### src/sv/cmmc_pkg.sv
// Shared types and constants for the multicycle mini MIPS core.
`default_nettype none
package cmmc_pkg;

    localparam int MEM_DEPTH_DEF = 256;
    localparam int NUM_REGS      = 8;
    localparam int REG_IDX_W     = 3;

    typedef enum logic [1:0] {
        REQ_LOAD  = 2'd0,
        REQ_START = 2'd1,
        REQ_STEP  = 2'd2
    } t_req;

    typedef enum logic [2:0] {
        PH_FETCH  = 3'd0,
        PH_DECODE = 3'd1,
        PH_ALU    = 3'd2,
        PH_WB     = 3'd3,
        PH_LWB    = 3'd4
    } t_phase;

    localparam logic [3:0] OP_RTYPE = 4'd0;
    localparam logic [3:0] OP_ADDI  = 4'd8;
    localparam logic [3:0] OP_LW    = 4'd11;
    localparam logic [3:0] OP_SW    = 4'd15;

    localparam logic [2:0] FN_ADD = 3'd0;
    localparam logic [2:0] FN_SUB = 3'd1;
    localparam logic [2:0] FN_AND = 3'd2;
    localparam logic [2:0] FN_OR  = 3'd3;

endpackage
`default_nettype wire

### src/sv/cmmc_rf.sv
// Register file: eight 32-bit registers, two registered reads, one write.
`default_nettype none
module cmmc_rf (
    input  wire logic                           i_clk,
    input  wire logic                           i_rst_n,
    input  wire logic                           i_we,
    input  wire logic [cmmc_pkg::REG_IDX_W-1:0] i_waddr,
    input  wire logic [31:0]                    i_wdata,
    input  wire logic [cmmc_pkg::REG_IDX_W-1:0] i_raddr_a,
    input  wire logic [cmmc_pkg::REG_IDX_W-1:0] i_raddr_b,
    output logic [31:0]                         o_rdata_a,
    output logic [31:0]                         o_rdata_b
);
    import cmmc_pkg::*;

    logic [31:0]         r_mem [NUM_REGS];
    logic [NUM_REGS-1:0] r_vld;
    logic [31:0]         r_a, r_b;
    logic                r_va, r_vb;

    // Write port
    always_ff @(posedge i_clk) begin
        if (i_we) begin
            r_mem[i_waddr] <= i_wdata;
        end
    end

    // Valid bits: unwritten registers read as zero
    always_ff @(posedge i_clk) begin
        if (!i_rst_n) begin
            r_vld <= '0;
        end else if (i_we) begin
            r_vld[i_waddr] <= 1'b1;
        end
    end

    // Registered reads
    always_ff @(posedge i_clk) begin
        r_a  <= r_mem[i_raddr_a];
        r_b  <= r_mem[i_raddr_b];
        r_va <= r_vld[i_raddr_a];
        r_vb <= r_vld[i_raddr_b];
    end

    assign o_rdata_a = r_va ? r_a : 32'd0;
    assign o_rdata_b = r_vb ? r_b : 32'd0;
endmodule
`default_nettype wire

### config.mk
export PLATFORM = sky130hd
export DESIGN_NAME = cmmc_rf
export DESIGN_NICKNAME = d
export VERILOG_FILES = /design/src/sv/cmmc_pkg.sv /design/src/sv/cmmc_rf.sv
export SDC_FILE = /design/constraint.sdc
export NUM_CORES = 1
export LEC_CHECK = 0
export BUFFER_PORTS_ARGS = -buffer_cell sky130_fd_sc_hd__buf_2
export CAP_MARGIN = 20
export CORE_MARGIN = 4
export CORE_UTILIZATION = 55
export CTS_CLUSTER_DIAMETER = 60
export CTS_CLUSTER_SIZE = 30
export DETAILED_ROUTE_END_ITERATION = 8
export PLACE_DENSITY = 0.84
export SLEW_MARGIN = 25
export SYNTH_ARGS = -nofsm -noshare
export SYNTH_HDL_FRONTEND = slang
export SYNTH_SLANG_ARGS = --single-unit
### constraint.sdc
create_clock -name i_clk -period 8 [get_ports i_clk]
set_clock_uncertainty 0.2 [all_clocks]
set_input_delay 0.8 -clock i_clk [delete_from_list [all_inputs] [get_ports i_clk]]
set_output_delay 0.8 -clock i_clk [all_outputs]
set_load 0.02 [all_outputs]
Yosys cells after proc, flatten, opt, wreduce, memory -nomap -nowiden

Memory sizes are Yosys's and may differ from the RTL's. A register that Yosys moved wholly into a read port is not among the register bits.
Index checks and enable logic that the tools add are counted.

Flip-flop bits (word level): 10
Memory bits (writable): 256
Bits of input ports: 44
Output and inout bits: 64
Logic and storage cells: 20
Memories: 1

$lt $le $gt $ge: 4
Mux-type cells: 10
Bitwise operators: 1
Reductions and logical operators: 1

Memories:

| memory | depth | width | read ports | clocked after Yosys merged registers in | wr ports | line          | RTL |
|---|---|---|---|---|---|---|---|
| r_mem  | 8     | 32    | 2          | 2                                       | 1        | cmmc_rf.sv:16 | `logic [31:0] r_mem [NUM_REGS];` |

Operators by type and width:

| kind               | number |
|---|---|
| $mux 32            | 2 |
| $lt 3x4->1 const B | 3 |
| $or 8x8->8         | 1 |
| $bmux 1 s3         | 2 |
| $mux 1             | 5 |
| $demux 1 s3        | 1 |
| $ge 3x1->1 const B | 1 |
| $logic_and 1x1->1  | 1 |

Longest topological paths before layout

Depth in word-level cells: 5
Gate-level depth with buffers: 4
Mapped depth without buffers: 2

Least setup slack after synthesis

No wires, ideal clock.

Path kind: input -> register
Start point: input port i_waddr[0] in the netlist's numbering
End point: memory r_mem[0][0] (enable)
Setup time: 0.518 ns
Arrival time: 4.301 ns
Data required time: 7.282 ns
Slack: 2.981 ns
Stages on the path: 1
Buffers on the path: 0
Cells stage by stage: nor4b_1

RTL lines:

| element         | line          | RTL |
|---|---|---|
| start, declared | cmmc_rf.sv:7  | `input wire logic [cmmc_pkg::REG_IDX_W-1:0] i_waddr,` |
| end, declared   | cmmc_rf.sv:16 |  |

Straight into the memory's write port.

Worst setup path in the final report

Start point: register r_va
End point: output port o_rdata_a[0]

Cells in the longest elaborated chain, start to end: 1

Ends and longest elaborated chain:

| element                | line          | RTL |
|---|---|---|
| start, declared        | cmmc_rf.sv:19 | `logic r_va, r_vb;` |
| start signal, assigned | cmmc_rf.sv:41 | `r_va <= r_vld[i_raddr_a];` |
| $mux 32                | cmmc_rf.sv:45 | `assign o_rdata_a = r_va ? r_a : 32'd0;` |
| end, declared          | cmmc_rf.sv:11 | `output logic [31:0] o_rdata_a,` |

No other way between the ends.

==> out/results.ini <==
[routing]
vias = 6771
wl_per_cell_um = 26.1
routed_wl_um = 28300
drc = 0
final_antenna_net_count = 0
drt_first_pass_iters = 4
viasPerCell = 6.25
drtIter0Drc = 507

[setup_path]
reg2reg_depth = 2
path_delay_family = flip-flops
r2r-start = r_mem[1][26]
startpoint_type = flop
crit_path_top_delay_cell = dfxtp_1
max_stage_delay_ns = 0.83
required_ns = 7.00
path_cells = buf_4, and2_1, buf_2
cp_max_fo = 19
end_kind = output port
worstPathArrival_ns = 2.10
cp_num_buf_inv = 2
r2r_end = r_b[26]
ff2ff_setup_slack_ns = 6.44
crit_type = flop to output port

[layout]
final_cell_mix = edfxtp_1 (256), mux4_2 (116), buf_2 (103)
drive_gt1_share_pct = 44.6
regArea_sq_um = 9170
nNetsFinal = 790
num-fill-cells = 1621
area_growth_pct = 10.8
final_common_cell = edfxtp_1
multi_input_area_sq_um = 4380

[synth]
synth_cells = 651
synth_top_family_by_area = multiplexers
synthXorXnorAreaFrac_pct = 0
yosysWarnings = 0
synth_mux_area_share_pct = 27.5
avgSynthCellArea_sq_um = 21.1
synth_compound_area_share_pct = 0.437
ys_types = 16
synthesis.area_sq_um = 13700
yosys_register_bits = 330
synth_fp_nets = 695
synth_area_leader_cell = edfxtp_1
synthTopCellsByArea = edfxtp_1 (56%), mux4_2 (19%), dfxtp_1 (11%)
synthAdderAreaFrac_pct = 0
synthSimpleGateAreaFrac_pct = 3.48
yosysTopAreaCellShare_pct = 56.0
yosysSeqAreaShare_pct = 66.7

[floorplan]
design.die.area_sq_um = 27600
start_util_pct = 56.2
ios = 108
fp-row-count = 57
die_height_um = 166
die-width_um = 166
core_region_area_sq_um = 24500

[status]
run_status = complete, no violations

[power_and_ir_drop]
p_switching_uw = 729
seq_power_share_pct = 59.5
p_comb_share_pct = 8.1
p_int_uw = 2560
sw_frac_of_total_pct = 22.1
p_clk_share_pct = 32.4
p_leak_uw = 0.00527
p_total_uw = 3290
p_per_area_nw_per_um2 = 216
ir_drop_mv = 0.156

[sta]
setup-tns-final_ns = 0
slew_headroom_pct = 26.4
clock.fmax_mhz = 323
tightestPinTransition_ns = 1.10
rsz0062_at_grt = false
setup_viol = 0
period_share_pct = 38.7
hold_viol = 0
slew_violations = 0
final.min_clock_period_ns = 3.10

[grt]
gr-usage-all-layers_pct = 20.6
antenna_found_initial = 4
grt_max_degree = 67
grt_pass1_vias = 7386
grt.overflow.total = 0
grt_pass1_wl_um = 43700

[place]
gp_congestion = 0.686
portBuffers = 107
dpl.hpwl_um = 15800

[flow_run]
cap_violations = 0

[cts]
htree_levels = 1
clock_tree.buffer_depth = 3
post_cts_buffers = 0
clkSinkCount = 330
cts_tree = built
clk_pin_slew_ns = 0.09
worstSkewPairLatency_ns = 0.50
postCtsHoldBufs = 0
cts_made_buffers = 19
cts_root_buffer = clkbuf_16
cts_resized = 0

[worst_hold_path]
whs_path_depth = 1
whs_endpoint = r_vld[1]
worstHoldStart = r_vld[1]
hp-class = flop to flop

-- flip-flops by register name (all words and copies together) (netlist names) --
signal / count
r_a: 32
r_b: 32
r_mem: 256
r_va: 1
r_vb: 1
r_vld: 8
-- metrics by stage --
stage / std cells / area, sq um / hold slack (ns) / util [%] / worst slack (ns)
5_1_grt: 1083 / 15200 / 0.321 / 62.2 / 4.78
3_3_place_gp: 1049 / 14600 / 0.259 / 59.5 / 4.69
4_1_cts: 1082 / 15200 / 0.308 / 62.2 / 4.83
6_report: 1083 / 15200 / 0.310 / 62.2 / 4.90
2_1_floorplan: 651 / 13700 / 0.249 / - / 2.98
3_5_place_dp: 1049 / 14600 / 0.285 / 59.6 / 4.65
-- how the worst max path moves through the flow --
stage,start,endpoint,depth (start not counted)
3_3_place_gp,i_raddr_a[0],r_a[31],4
4_1_cts,r_va,o_rdata_a[0],3
6_report,r_va,o_rdata_a[0],3
5_1_grt,r_va,o_rdata_a[0],3
2_1_floorplan,i_waddr[0],r_mem[0][0],1
3_5_place_dp,i_raddr_a[0],r_a[23],4
-- synthesized netlist by cell type --
| cell type | n |
|---|---|
| buf_6 | 9 |
| o21a_1 | 8 |
| nor4bb_1 | 3 |
| and2_1 | 64 |
| dfxtp_1 | 74 |
| buf_2 | 12 |
| buf_8 | 1 |
| mux2_2 | 66 |
| mux4_1 | 16 |
| buf_1 | 2 |
| and4b_1 | 3 |
| mux4_2 | 116 |
| nor4b_1 | 1 |
| and4_1 | 1 |
| edfxtp_1 | 256 |
| clkbuf_1 | 19 |
-- power groups by stage --
| stage | Combinational (uW) | Clock, uW | Sequential (uW) |
|---|---|---|---|
| 2_1_floorplan | 195 | 0 | 1980 |
| 5_1_grt | 287 | 1160 | 1970 |
| 3_5_place_dp | 269 | 0 | 2000 |
| 3_3_place_gp | 256 | 0 | 1990 |
| 6_report | 267 | 1070 | 1960 |
| 4_1_cts | 271 | 1090 | 1960 |
-- cell families after synthesis --
family,after synthesis
buf+inv,43
simple gates,72
flops,330
mux,198
compound gates,8
-- layer usage --
layer  wire [um]  track usage (%)  share of wire [%]  up-vias
met1       10500             26.0                 37     3568
met3        1890             3.90                6.7       39
met2       15300             37.4                 54      266
li1            -                -                  -     2892
met5          28                0              0.099        -
met4         496             4.20                1.8        6
-- final cells by class --
type,count,area share [%]
antenna,1,0.0164
clock buffer,20,3.15
clock inverter,13,1.08
multi-input combinational,278,28.8
sequential,330,60.3
tap,324,2.66
timing repair buffer,117,4.08
Power figures use the tool's default switching activity.
